## src/rtl/i2crm_pkg.sv

```systemverilog
`default_nettype none

package i2crm_pkg;

  // Write FIFO geometry.
  localparam int FIFO_DEPTH = 4;
  localparam int FIFO_AW    = (FIFO_DEPTH > 1) ? $clog2(FIFO_DEPTH) : 1;
  localparam int FIFO_FW    = $clog2(FIFO_DEPTH + 1);

  // Acknowledge timeout after reset, in ticks.
  localparam logic [7:0] ACK_TIMEOUT_RST = 8'd50;

  // Direction bit of the device address byte.
  localparam logic [7:0] DEV_RD_BIT = 8'h01;

  // Item kinds carried on the input tuser.
  typedef enum logic [1:0] {
    OP_TICK  = 2'd0,
    OP_BEGIN = 2'd1,
    OP_PUSH  = 2'd2,
    OP_NONE  = 2'd3
  } op_t;

  // Which byte of the transaction is on the wire.
  typedef enum logic [1:0] {
    STG_DEV  = 2'd0,
    STG_MEM  = 2'd1,
    STG_RD   = 2'd2,
    STG_DATA = 2'd3
  } stage_t;

  // Bus sequencer phases, one-hot.
  typedef enum logic [18:0] {
    P_IDLE = 19'd1 << 0,
    P_S0   = 19'd1 << 1,
    P_S1   = 19'd1 << 2,
    P_S2   = 19'd1 << 3,
    P_TX_A = 19'd1 << 4,
    P_TX_B = 19'd1 << 5,
    P_TX_C = 19'd1 << 6,
    P_AK_A = 19'd1 << 7,
    P_AK_B = 19'd1 << 8,
    P_AK_S = 19'd1 << 9,
    P_RX_A = 19'd1 << 10,
    P_RX_B = 19'd1 << 11,
    P_MA_A = 19'd1 << 12,
    P_MA_B = 19'd1 << 13,
    P_MA_C = 19'd1 << 14,
    P_WANT = 19'd1 << 15,
    P_SP0  = 19'd1 << 16,
    P_SP1  = 19'd1 << 17,
    P_SP2  = 19'd1 << 18
  } phase_t;

endpackage

`default_nettype wire

```

## src/rtl/i2c_register_master_top.sv

```systemverilog
`default_nettype none
// Latency: the result for an item is registered at the edge that accepts it and is
// offered on the output channel from the next cycle on.
// Throughput: one item per cycle while out_tready is high; the single output register
// frees itself in the same cycle that its result is taken, so both move every cycle.
// Reset (rst_n low at a clock edge) returns the sequencer to idle, lines high and
// ack_timeout to 50; the write FIFO contents stay undefined until bytes are pushed.
module i2c_register_master_top (
  input  wire logic        clk,
  input  wire logic        rst_n,
  // Configuration: ack_timeout.
  input  wire logic        cfg_we,
  input  wire logic [7:0]  cfg_wdata,
  // Input channel.
  input  wire logic        in_tvalid,
  output logic             in_tready,
  // tdata from bit 0: sda_in(1), dev_addr(8), mem_addr(8), use_mem_addr(1),
  // is_read(1), byte_count(8), tx_data(8), zero fill(5).
  input  wire logic [39:0] in_tdata,
  // tuser: op(2).
  input  wire logic [1:0]  in_tuser,
  // Result channel.
  output logic             out_tvalid,
  input  wire logic        out_tready,
  // tdata from bit 0: scl(1), sda_out(1), sda_drive(1), rx_data(8), rx_valid(1),
  // busy_res(1), done_res(1), status(1), wants_byte(1).
  output logic [15:0]      out_tdata,
  // tlast: rx_last.
  output logic             out_tlast
);
  import i2crm_pkg::*;

  // Input fields.
  op_t        in_op;
  logic       in_sda;
  logic [7:0] in_dev_addr;
  logic [7:0] in_mem_addr;
  logic       in_use_mem;
  logic       in_is_read;
  logic [7:0] in_byte_count;
  logic [7:0] in_tx_data;
  logic       in_acc;

  assign in_op         = op_t'(in_tuser);
  assign in_sda        = in_tdata[0];
  assign in_dev_addr   = in_tdata[8:1];
  assign in_mem_addr   = in_tdata[16:9];
  assign in_use_mem    = in_tdata[17];
  assign in_is_read    = in_tdata[18];
  assign in_byte_count = in_tdata[26:19];
  assign in_tx_data    = in_tdata[34:27];

  // Sequencer state.
  phase_t             phase_r, phase_nxt;
  stage_t             stage_r, stage_nxt;
  logic [3:0]         bit_index_r, bit_index_nxt;
  logic [7:0]         shift_r, shift_nxt;
  logic [7:0]         bytes_left_r, bytes_left_nxt;
  logic [7:0]         wait_count_r, wait_count_nxt;
  logic [7:0]         dev_addr_r, dev_addr_nxt;
  logic [7:0]         mem_addr_r, mem_addr_nxt;
  logic               use_mem_r, use_mem_nxt;
  logic               is_read_r, is_read_nxt;
  logic               err_r, err_nxt;
  logic               scl_r, scl_nxt;
  logic               sda_r, sda_nxt;
  logic               drive_r, drive_nxt;
  logic [7:0]         ack_timeout_r;

  // Write FIFO: circular buffer with head pointer and fill count.
  logic [7:0]         fifo_mem_r [FIFO_DEPTH];
  logic [FIFO_AW-1:0] head_r, head_nxt;
  logic [FIFO_FW-1:0] fill_r, fill_nxt;
  logic [FIFO_FW:0]   wr_sum;
  logic [FIFO_AW-1:0] wr_idx;
  logic               fifo_wr;
  logic               fifo_full;

  // Per-item results.
  logic               rx_valid_nxt;
  logic               rx_last_nxt;
  logic [7:0]         rx_data_nxt;
  logic               done_nxt;

  // Shared "fetch next data byte" step and its byte count.
  logic               do_next;
  logic [7:0]         nd_bl;
  logic [7:0]         bl_dec;
  logic [8:0]         wait_inc;

  // Output register.
  logic               out_valid_r;
  logic               o_scl_r, o_sda_r, o_drive_r;
  logic [7:0]         o_rx_data_r;
  logic               o_rx_valid_r, o_rx_last_r;
  logic               o_busy_r, o_done_r, o_status_r, o_wants_r;

  assign in_tready = !out_valid_r || out_tready;
  assign in_acc    = in_tvalid && in_tready;

  assign fifo_full = (fill_r == FIFO_FW'(FIFO_DEPTH));
  assign wr_sum    = (FIFO_FW + 1)'(head_r) + (FIFO_FW + 1)'(fill_r);
  assign wr_idx    = (wr_sum >= (FIFO_FW + 1)'(FIFO_DEPTH))
                   ? FIFO_AW'(wr_sum - (FIFO_FW + 1)'(FIFO_DEPTH))
                   : FIFO_AW'(wr_sum);

  assign bl_dec   = (bytes_left_r != 8'd0) ? bytes_left_r - 8'd1 : bytes_left_r;
  assign wait_inc = {1'b0, wait_count_r} + 9'd1;

  always_comb begin
    phase_nxt      = phase_r;
    stage_nxt      = stage_r;
    bit_index_nxt  = bit_index_r;
    shift_nxt      = shift_r;
    bytes_left_nxt = bytes_left_r;
    wait_count_nxt = wait_count_r;
    dev_addr_nxt   = dev_addr_r;
    mem_addr_nxt   = mem_addr_r;
    use_mem_nxt    = use_mem_r;
    is_read_nxt    = is_read_r;
    err_nxt        = err_r;
    scl_nxt        = scl_r;
    sda_nxt        = sda_r;
    drive_nxt      = drive_r;
    head_nxt       = head_r;
    fill_nxt       = fill_r;
    fifo_wr        = 1'b0;
    rx_valid_nxt   = 1'b0;
    rx_last_nxt    = 1'b0;
    rx_data_nxt    = 8'd0;
    done_nxt       = 1'b0;
    do_next        = 1'b0;
    nd_bl          = bytes_left_r;

    if (in_acc) begin
      unique case (in_op)
        OP_BEGIN: begin
          if (phase_r == P_IDLE) begin
            dev_addr_nxt   = in_dev_addr;
            mem_addr_nxt   = in_mem_addr;
            use_mem_nxt    = in_use_mem;
            is_read_nxt    = in_is_read;
            bytes_left_nxt = in_byte_count;
            wait_count_nxt = 8'd0;
            err_nxt        = 1'b0;
            stage_nxt      = STG_DEV;
            phase_nxt      = P_S0;
          end
        end
        OP_PUSH: begin
          if (!fifo_full) begin
            fifo_wr  = 1'b1;
            fill_nxt = fill_r + FIFO_FW'(1);
          end
        end
        OP_TICK: begin
          unique case (phase_r)
            P_S0: begin
              scl_nxt   = 1'b1;
              sda_nxt   = 1'b1;
              drive_nxt = 1'b1;
              phase_nxt = P_S1;
            end
            P_S1: begin
              sda_nxt   = 1'b0;
              phase_nxt = P_S2;
            end
            P_S2: begin
              scl_nxt       = 1'b0;
              shift_nxt     = (stage_r == STG_RD) ? (dev_addr_r | DEV_RD_BIT)
                                                  : (dev_addr_r & ~DEV_RD_BIT);
              bit_index_nxt = 4'd0;
              phase_nxt     = P_TX_A;
            end
            P_TX_A: begin
              drive_nxt = 1'b1;
              scl_nxt   = 1'b0;
              sda_nxt   = shift_r[7];
              phase_nxt = P_TX_B;
            end
            P_TX_B: begin
              scl_nxt   = 1'b1;
              phase_nxt = P_TX_C;
            end
            P_TX_C: begin
              scl_nxt       = 1'b0;
              shift_nxt     = {shift_r[6:0], 1'b0};
              bit_index_nxt = bit_index_r + 4'd1;
              phase_nxt     = (bit_index_r >= 4'd7) ? P_AK_A : P_TX_A;
            end
            P_AK_A: begin
              drive_nxt = 1'b0;
              scl_nxt   = 1'b0;
              phase_nxt = P_AK_B;
            end
            P_AK_B: begin
              scl_nxt        = 1'b1;
              wait_count_nxt = 8'd0;
              phase_nxt      = P_AK_S;
            end
            P_AK_S: begin
              if (!in_sda) begin
                scl_nxt = 1'b0;
                unique case (stage_r)
                  STG_DEV: begin
                    if (use_mem_r) begin
                      stage_nxt     = STG_MEM;
                      shift_nxt     = mem_addr_r;
                      bit_index_nxt = 4'd0;
                      phase_nxt     = P_TX_A;
                    end else if (is_read_r) begin
                      stage_nxt = STG_RD;
                      phase_nxt = P_S0;
                    end else begin
                      do_next = 1'b1;
                    end
                  end
                  STG_MEM: begin
                    if (is_read_r) begin
                      stage_nxt = STG_RD;
                      phase_nxt = P_S0;
                    end else begin
                      do_next = 1'b1;
                    end
                  end
                  STG_RD: begin
                    if (bytes_left_r == 8'd0) begin
                      phase_nxt = P_SP0;
                    end else begin
                      shift_nxt     = 8'd0;
                      bit_index_nxt = 4'd0;
                      phase_nxt     = P_RX_A;
                    end
                  end
                  STG_DATA: begin
                    do_next = 1'b1;
                    nd_bl   = bl_dec;
                  end
                  default: ;
                endcase
              end else if (wait_inc >= {1'b0, ack_timeout_r}) begin
                // Slave never pulled SDA low: abort with STOP.
                err_nxt   = 1'b1;
                phase_nxt = P_SP0;
              end else begin
                wait_count_nxt = wait_inc[7:0];
              end
            end
            P_RX_A: begin
              scl_nxt   = 1'b0;
              drive_nxt = 1'b0;
              phase_nxt = P_RX_B;
            end
            P_RX_B: begin
              scl_nxt       = 1'b1;
              shift_nxt     = {shift_r[6:0], in_sda};
              bit_index_nxt = bit_index_r + 4'd1;
              if (bit_index_r >= 4'd7) begin
                rx_valid_nxt = 1'b1;
                rx_data_nxt  = {shift_r[6:0], in_sda};
                rx_last_nxt  = (bytes_left_r == 8'd1);
                phase_nxt    = P_MA_A;
              end else begin
                phase_nxt = P_RX_A;
              end
            end
            P_MA_A: begin
              // ACK every byte but the last, which is NACKed.
              scl_nxt   = 1'b0;
              drive_nxt = 1'b1;
              sda_nxt   = !(bytes_left_r > 8'd1);
              phase_nxt = P_MA_B;
            end
            P_MA_B: begin
              scl_nxt   = 1'b1;
              phase_nxt = P_MA_C;
            end
            P_MA_C: begin
              scl_nxt        = 1'b0;
              bytes_left_nxt = bl_dec;
              if (bl_dec == 8'd0) begin
                phase_nxt = P_SP0;
              end else begin
                shift_nxt     = 8'd0;
                bit_index_nxt = 4'd0;
                phase_nxt     = P_RX_A;
              end
            end
            P_WANT: begin
              if (fill_r != FIFO_FW'(0)) begin
                do_next = 1'b1;
              end
            end
            P_SP0: begin
              scl_nxt   = 1'b0;
              sda_nxt   = 1'b0;
              drive_nxt = 1'b1;
              phase_nxt = P_SP1;
            end
            P_SP1: begin
              scl_nxt   = 1'b1;
              phase_nxt = P_SP2;
            end
            P_SP2: begin
              sda_nxt   = 1'b1;
              done_nxt  = 1'b1;
              phase_nxt = P_IDLE;
            end
            default: ;
          endcase
        end
        default: ;
      endcase
    end

    // Move on to the next write data byte: pop the FIFO, stall for it, or STOP when none is left.
    if (do_next) begin
      stage_nxt      = STG_DATA;
      bytes_left_nxt = nd_bl;
      if (nd_bl == 8'd0) begin
        phase_nxt = P_SP0;
      end else if (fill_r != FIFO_FW'(0)) begin
        shift_nxt     = fifo_mem_r[head_r];
        bit_index_nxt = 4'd0;
        phase_nxt     = P_TX_A;
        head_nxt      = (head_r == FIFO_AW'(FIFO_DEPTH - 1)) ? FIFO_AW'(0)
                                                             : head_r + FIFO_AW'(1);
        fill_nxt      = fill_r - FIFO_FW'(1);
      end else begin
        phase_nxt = P_WANT;
      end
    end
  end

  always_ff @(posedge clk) begin
    if (!rst_n) begin
      phase_r       <= P_IDLE;
      stage_r       <= STG_DEV;
      bit_index_r   <= 4'd0;
      shift_r       <= 8'd0;
      bytes_left_r  <= 8'd0;
      wait_count_r  <= 8'd0;
      dev_addr_r    <= 8'd0;
      mem_addr_r    <= 8'd0;
      use_mem_r     <= 1'b0;
      is_read_r     <= 1'b0;
      err_r         <= 1'b0;
      scl_r         <= 1'b1;
      sda_r         <= 1'b1;
      drive_r       <= 1'b1;
      head_r        <= '0;
      fill_r        <= '0;
      ack_timeout_r <= ACK_TIMEOUT_RST;
      out_valid_r   <= 1'b0;
    end else begin
      phase_r      <= phase_nxt;
      stage_r      <= stage_nxt;
      bit_index_r  <= bit_index_nxt;
      shift_r      <= shift_nxt;
      bytes_left_r <= bytes_left_nxt;
      wait_count_r <= wait_count_nxt;
      dev_addr_r   <= dev_addr_nxt;
      mem_addr_r   <= mem_addr_nxt;
      use_mem_r    <= use_mem_nxt;
      is_read_r    <= is_read_nxt;
      err_r        <= err_nxt;
      scl_r        <= scl_nxt;
      sda_r        <= sda_nxt;
      drive_r      <= drive_nxt;
      head_r       <= head_nxt;
      fill_r       <= fill_nxt;
      if (cfg_we) begin
        ack_timeout_r <= cfg_wdata;
      end
      if (in_acc) begin
        out_valid_r <= 1'b1;
      end else if (out_tready) begin
        out_valid_r <= 1'b0;
      end
    end
  end

  // Payload registers: FIFO storage and the result item.
  always_ff @(posedge clk) begin
    if (fifo_wr) begin
      fifo_mem_r[wr_idx] <= in_tx_data;
    end
    if (in_acc) begin
      o_scl_r      <= scl_nxt;
      o_sda_r      <= sda_nxt;
      o_drive_r    <= drive_nxt;
      o_rx_data_r  <= rx_data_nxt;
      o_rx_valid_r <= rx_valid_nxt;
      o_rx_last_r  <= rx_last_nxt;
      o_busy_r     <= (phase_nxt != P_IDLE);
      o_done_r     <= done_nxt;
      o_status_r   <= err_nxt;
      o_wants_r    <= (phase_nxt == P_WANT);
    end
  end

  assign out_tvalid = out_valid_r;
  assign out_tdata  = {o_wants_r, o_status_r, o_done_r, o_busy_r, o_rx_valid_r,
                       o_rx_data_r, o_drive_r, o_sda_r, o_scl_r};
  assign out_tlast  = o_rx_last_r;

  // The FIFO never counts more bytes than it holds.
  a_fill_bound: assert property (@(posedge clk) disable iff (!rst_n)
    fill_r <= FIFO_FW'(FIFO_DEPTH))
    else $error("write FIFO fill count overflow");

  // Every accepted item leaves a result in the output register.
  a_result_follows: assert property (@(posedge clk) disable iff (!rst_n)
    in_acc |=> out_valid_r)
    else $error("accepted item produced no result");

  // A finished transaction is no longer busy.
  a_done_idle: assert property (@(posedge clk) disable iff (!rst_n)
    (out_valid_r && o_done_r) |-> !o_busy_r)
    else $error("done reported while still busy");

  // A received byte is always followed by the master acknowledge slot.
  a_rx_then_ack: assert property (@(posedge clk) disable iff (!rst_n)
    (in_acc && rx_valid_nxt) |=> (phase_r == P_MA_A))
    else $error("received byte not followed by acknowledge");

  // A stall for write data only happens inside a transaction.
  a_want_busy: assert property (@(posedge clk) disable iff (!rst_n)
    (out_valid_r && o_wants_r) |-> (o_busy_r && stage_r == STG_DATA))
    else $error("write stall outside a write data phase");

endmodule

`default_nettype wire
```

## config.mk

```make
export PLATFORM = sky130hd
export DESIGN_NAME = i2c_register_master_top
export DESIGN_NICKNAME = d
export VERILOG_FILES = /design/src/rtl/i2crm_pkg.sv /design/src/rtl/i2c_register_master_top.sv
export SDC_FILE = /design/constraint.sdc
export NUM_CORES = 1
export LEC_CHECK = 0
export ABC_AREA = 1
export BUFFER_PORTS_ARGS = -buffer_cell sky130_fd_sc_hd__buf_2
export CAP_MARGIN = 20
export CORE_AREA = 2 2 114 127
export CTS_BUF_LIST = sky130_fd_sc_hd__clkbuf_2 sky130_fd_sc_hd__clkbuf_4 sky130_fd_sc_hd__clkbuf_8
export DETAILED_ROUTE_END_ITERATION = 6
export DIE_AREA = 0 0 116 129
export PLACE_DENSITY = 0.79
export SETUP_SLACK_MARGIN = 0.1
export SYNTH_ARGS = -nofsm -noshare
export SYNTH_HDL_FRONTEND = slang
export SYNTH_SLANG_ARGS = --single-unit
export TNS_END_PERCENT = 100
```

## constraint.sdc

```tcl
create_clock -name clk -period 2.9 [get_ports clk]
set_input_delay 0.29 -clock clk [delete_from_list [all_inputs] [get_ports clk]]
set_output_delay 0.29 -clock clk [all_outputs]
set_load 0.01 [all_outputs]
```

==> results of run 1 <==
## logic make-up after synthesis
| group | count (synthesis) | share of synthesized area [%] |
|---|---|---|
| flops | 135 | 39.9 |
| fa+ha+maj | 17 | 2.66 |
| simple gates | 533 | 31.2 |
| xor+xnor | 11 | 1.20 |
| buf+inv | 178 | 9.25 |
| compound gates | 222 | 15.7 |
| mux | 1 | 0.125 |
## final timing paths
path / from / endpoint / cells after the start
setup / recovery: wait_count_r[1] / phase_r[18] / 24
hold / removal: in_tdata[32] / fifo_mem_r[3][5] / 1
setup reg to reg: wait_count_r[1] / phase_r[18] / 24
hold reg to reg: drive_r / drive_r / 2
## routing by layer
layer	up-vias	routed length, um
met5	-	0
met4	0	988
met1	3573	8810
li1	3866	-
met2	323	10200
met3	71	1380
## sequential cells by signal, summed over array words and instances (netlist names), 2 cells and up, named ones only
signal         cells
dev_addr_r         7
mem_addr_r         8
stage_r            2
wait_count_r       8
fill_r             3
fifo_mem_r        32
bit_index_r        4
phase_r           19
bytes_left_r       8
o_rx_data_r        8
ack_timeout_r      8
shift_r            8
head_r             2
## cell usage in the layout (no fill, tap or decap), drive strengths merged, types with 2 or more instances in the layout
| cell type | n |
|---|---|
| a211oi | 4 |
| a21oi | 65 |
| a22oi | 7 |
| a31oi | 8 |
| a32oi | 4 |
| a41oi | 4 |
| and2 | 2 |
| buf | 128 |
| clkbuf | 17 |
| clkinv | 11 |
| dfxtp | 86 |
| edfxtp | 49 |
| ha | 17 |
| inv | 144 |
| nand2 | 238 |
| nand3 | 82 |
| nand3b | 6 |
| nand4 | 5 |
| nor2 | 171 |
| nor3 | 22 |
| nor4 | 3 |
| o211a | 2 |
| o211ai | 8 |
| o21ai | 102 |
| o22ai | 10 |
| o31ai | 2 |
| o32ai | 2 |
| or2 | 3 |
| xnor2 | 3 |
| xor2 | 8 |
## metrics by stage
stage / setup TNS, ns / std cells / setup WS [ns] / hold slack [ns]
2_1_floorplan: 0 / 1097 / 0.321 / 0.389
6_report: 0 / 1408 / 0.0493 / 0.0309
3_5_place_dp: -0.130 / 1365 / -0.0953 / 0.455
3_3_place_gp: -0.0308 / 1365 / -0.0308 / 0.451
5_1_grt: -0.288 / 1408 / -0.118 / 0.0287
4_1_cts: 0 / 1403 / 0.0492 / 0.0215
## report_power, final
group          switching (mW)  total, mW  internal [mW]
Combinational           0.471      0.738          0.267
Sequential             0.0393       2.05           2.01
Clock                   0.844       1.47          0.626
Total                    1.35       4.26           2.90
## worst reg2reg max path: stages, from the launching register on
cell	delay, ns
dfxtp_2	0.35
buf_4	0.15
nand3_4	0.09
xor2_2	0.17
inv_2	0.08
ha_4	0.25
buf_4	0.13
nand3_1	0.09
nand3_2	0.10
nand2_2	0.07
nand2_2	0.05
nand2_2	0.08
nand2_2	0.06
nand2_2	0.08
nand2_2	0.07
nand2_4	0.10
nand2_1	0.06
nand2_1	0.06
nand2_1	0.07
buf_4	0.14
buf_4	0.13
buf_4	0.12
buf_4	0.12
buf_4	0.12
nor2_1	0.07
## layout make-up
type	instances	area, um^2	share of cell area (%)
Sequential cell	135	3200	33.9
Clock inverter	15	139	1.47
Multi-Input combinational cell	784	4290	45.4
Clock buffer	17	234	2.47
Tap cell	188	235	2.49
Timing Repair Buffer	128	825	8.72
Inverter	141	529	5.60
## repair_timing
item	CTS	global route
setup buffers	6	4
pin swaps	17	21
gates cloned	0	0
endpoints found under the setup margin	4	18
gates resized for setup	15	39
==> impl_metrics.json, run 1 <==
{
  "path_buf_inv": 8,
  "totalWireLength_um": 21400,
  "grtUsageMet1_pct": 37.1,
  "syn-num-nets": 1169,
  "hold_viol_final": 0,
  "drc": 0,
  "rsz0062_at_grt": "yes",
  "slew_headroom_pct": 57.7,
  "rows": 45,
  "numCtsBuffers": 17,
  "initial_core_util_pct": 58.8,
  "clock-sinks": 135,
  "worstMarginPinSlew_ns": 0.634,
  "min_period_ns": 2.85,
  "dieArea_um2": 15000,
  "r2r_setup_slack_ns": 0.05,
  "path_clk_slew_ns": 0.08,
  "max_cap_viol_count": 0,
  "synthTopCellsByArea": "dfxtp_1 (22%), edfxtp_1 (18%), nand2_1 (10%)",
  "fmax_mhz": 351,
  "finClkSkew_ns": 0.00896,
  "hpwl_um": 15500,
  "wl_per_cell_um": 15.2,
  "gr-total-overflow": 0,
  "ys_seq_area_share_pct": 39.9,
  "crit_path_top_delay_cell": "dfxtp_2",
  "max_stage_delay_ns": 0.35,
  "period_share_pct": 98.3,
  "ys_warn_count": 0,
  "critPathMaxFanout": 3,
  "area_growth_pct": 18.1,
  "synth-main-ff-cell": "dfxtp_1",
  "synth.distinct_cells": 54,
  "finalSetupViolCount": 0,
  "port_buffers": 67,
  "critPathMostFrequentCell": "buf_4",
  "htreeDepth": 4,
  "ys_ff_latch": 135,
  "yosysTopAreaCellShare_pct": 21.5,
  "drtIter0Drc": 710,
  "synth_edf_count": 49,
  "drv_slew": 0,
  "vias": 7833,
  "p_leak_nw": 4.26,
  "grt_max_degree": 50,
  "synth_area_um2": 8010,
  "syn_area_per_cell_um2": 7.30,
  "gr-usage-met3_pct": 4.76,
  "critPathArrivalTime_ns": 3.26,
  "root_buffer": "clkbuf_8",
  "postPlaceCellArea_um2": 8740,
  "final_core_util_pct": 69.4,
  "die_h_um": 129,
  "cts_hold_buf": 0,
  "final_area_um2": 9460,
  "globalRoute.busiestLayer": "met2",
  "core-area_um2": 13600,
  "clock_latency_ns": 0.47,
  "gr-usage-all-layers_pct": 29.4,
  "grt_pass1_vias": 7072,
  "gp_congestion": 0.971,
  "cp_top_family": "simple AND/OR/NAND/NOR gates",
  "path_class": "reg2reg",
  "synthTopCellsByCount": "nand2_1 (217), nor2_1 (150), inv_1 (132)",
  "drive_gt1_share_pct": 21.6,
  "antenna_found_initial": 0,
  "firstDrtPassIters": 6,
  "met2_usage_pct": 48.5,
  "critPathLaunchType": "register",
  "viasPerCell": 5.56,
  "end_kind": "register",
  "n_antenna_cell": 0,
  "min_path_type": "in2reg",
  "synth_cells": 1097,
  "synth_top_area_cell": "dfxtp_1",
  "cts_buffer_depth": 2,
  "io_pins": 74,
  "synth-async-reset-ratio_pct": 0,
  "path_cells": "buf_4 -> nand3_4 -> xor2_2 -> inv_2 -> ha_4 -> buf_4 -> nand3_1 -> nand3_2 -> nand2_2 -> nand2_2 -> nand2_2 -> nand2_2 -> nand2_2 -> nand2_2 -> nand2_4 -> nand2_1 -> nand2_1 -> nand2_1 -> buf_4 -> buf_4 -> buf_4 -> buf_4 -> buf_4 -> nor2_1",
  "ant_nets": 0,
  "die_w_um": 116,
  "required_ns": 3.31,
  "status": "complete, no violations",
  "peakVddDrop_mv": 0.396,
  "fillers": 1157,
  "power_mw": 4.26,
  "final_nets": 1279,
  "powerDensity_nw_per_um2": 450,
  "grt_pass1_wl_um": 34000,
  "cts_tree": "built",
  "yosysMostFrequentCell": "nand2_1"
}
(Power assumes the default switching activity.)
==> run 2: changes to the inputs <==
- CORE_AREA: 2 2 114 127 -> 3 3 115 128
- DIE_AREA: 0 0 116 129 -> 0 0 118 131
==> run 2 against run 1 <==
Compared with the run above:
- design area down 0.87%
- sequential power barely moved
- count of clock-buffer cells in the layout is the same
- highest routed layer unchanged
- power increased by 1.5%
- critical path depth is 3 lower
- sequential share of layout area up 0.28 points
- setup slack gained 0.045 ns
- die area rose by 3.3%
- core utilization decreased by 0.89 points
- flip-flop and latch count unchanged
- largest power group unchanged
- register-to-register slack better by 0.05 ns
==> impl_metrics.json, run 2 (same netlist as run 1, synthesis figures left out) <==
{
  "slew_headroom_pct": 57.2,
  "top_regs": "fifo_mem_r (32), phase_r (19)",
  "gr-total-overflow": 0,
  "rows": 45,
  "drv_slew": 0,
  "grt_max_degree": 50,
  "postPlaceCellArea_um2": 8640,
  "gr-usage-all-layers_pct": 28.1,
  "end_kind": "register",
  "critPathMaxFanout": 7,
  "hold_ws_ns": 0.0404,
  "final_core_util_pct": 68.5,
  "dieArea_um2": 15500,
  "port_buffers": 67,
  "worstMarginPinSlew_ns": 0.641,
  "period_share_pct": 96.7,
  "hold_viol_final": 0,
  "path_class": "reg2reg",
  "cts_tree": "built",
  "viasPerCell": 5.61,
  "antenna_found_initial": 0,
  "fin_tns_setup_ns": 0,
  "max_cap_viol_count": 0,
  "pre_cts_slack_ns": -0.0353,
  "min_period_ns": 2.81,
  "cts_buffer_depth": 2,
  "vias": 7820,
  "dp.cells": 1352,
  "wl_per_cell_um": 15.7,
  "drc": 0,
  "drtIter0Drc": 546,
  "grt_pass1_vias": 7267,
  "hpwl_um": 15900,
  "core-area_um2": 13700,
  "timing.final.ws_setup_ns": 0.0944,
  "final_area_um2": 9370,
  "area_growth_pct": 17.1,
  "drive_gt1_share_pct": 21.0,
  "min_path_type": "in2reg",
  "required_ns": 3.11,
  "peakVddDrop_mv": 0.381,
  "numCtsBuffers": 17,
  "final_nets": 1265,
  "die_w_um": 118,
  "finClkSkew_ns": 0.0146,
  "totalWireLength_um": 21900,
  "power_mw": 4.32,
  "powerDensity_nw_per_um2": 461,
  "path_clk_slew_ns": 0.10,
  "fmax_mhz": 356,
  "mostFrequentLayoutCells": "nand2_1 (194), nor2_1 (146), inv_1 (132)",
  "largest_reg_flops": 32,
  "gp_congestion": 0.973,
  "htreeDepth": 4,
  "top_register": "fifo_mem_r",
  "root_buffer": "clkbuf_8",
  "status": "complete, no violations",
  "finalSetupViolCount": 0,
  "final_common_cell": "nand2_1",
  "io_pins": 74,
  "ant_nets": 0,
  "n_antenna_cell": 0,
  "critPathArrivalTime_ns": 3.01,
  "grt_pass1_wl_um": 34600,
  "clock_latency_ns": 0.46,
  "initial_core_util_pct": 58.5,
  "stdcell_count": 1394,
  "clock-sinks": 135,
  "die_h_um": 131,
  "critPathLaunchType": "register",
  "p_leak_nw": 4.21,
  "rsz0062_at_grt": "yes",
  "firstDrtPassIters": 6
}
## run 2: changes by cell type in the layout (fill, tap and decap cells not counted), sizes merged
cell,previous run,this run
buf,128,114
clkinv,11,8
inv,144,147
## run 2: path summary, 6_finish.rpt
| check | cells after the start | slack, ns | end | startpoint |
|---|---|---|---|---|
| worst max-delay path | 21 | 0.09 | o_busy_r | wait_count_r[1] |
| worst max register to register | 21 | 0.09 | o_busy_r | wait_count_r[1] |
| worst min register to register | 2 | 0.47 | mem_addr_r[3] | mem_addr_r[3] |
| worst min-delay path | 1 | 0.04 | fifo_mem_r[2][4] | in_tdata[31] |
## run 2: area by class of cell
type | count | area (um^2)
Inverter | 141 | 529
Clock buffer | 17 | 234
Clock inverter | 15 | 173
Multi-Input combinational cell | 784 | 4280
Tap cell | 188 | 235
Timing Repair Buffer | 114 | 724
Fill cell | 1171 | 4310
Sequential cell | 135 | 3200
## run 2: metal layers
| layer | GRT usage [%] | part of all wire [%] |
|---|---|---|
| met1 | 33.7 | 40 |
| met2 | 48.3 | 48 |
| met3 | 4.56 | 6.6 |
| met4 | 16.8 | 5.4 |
| met5 | 0 | 0 |
## run 2: timing repair
item / CTS / global route
cloned: 0 / 0
buffers inserted: 2 / 7
resized for setup: 19 / 36
pin swaps: 14 / 22
hold buffers: 0 / 0
endpoints found under the setup margin: 2 / 27
## run 2: critical path, cell delays in order (launching register included)
cell and delay (ns):
dfxtp_4 0.39, ha_4 0.16, nand3_4 0.12, nor2_4 0.16, xor2_2 0.18, ha_1 0.27, a21oi_1 0.15, nand2_1 0.08
nand2_2 0.09, nand2_2 0.07, nand2_2 0.09, nand2_4 0.06, nand2_4 0.09, nand2_4 0.07, nand2_8 0.11, nand2_2 0.05
nand2_2 0.06, nand2_2 0.07, clkinv_1 0.05, nand3_1 0.06, nor2_1 0.10, nand2_1 0.06
## run 2: power by group
| group | leakage [nW] | internal (mW) | switching [mW] |
|---|---|---|---|
| registers | 1.15 | 2.01 | 0.0373 |
| clock network | 0.203 | 0.659 | 0.907 |
| logic | 2.85 | 0.238 | 0.471 |
| total | 4.21 | 2.91 | 1.41 |
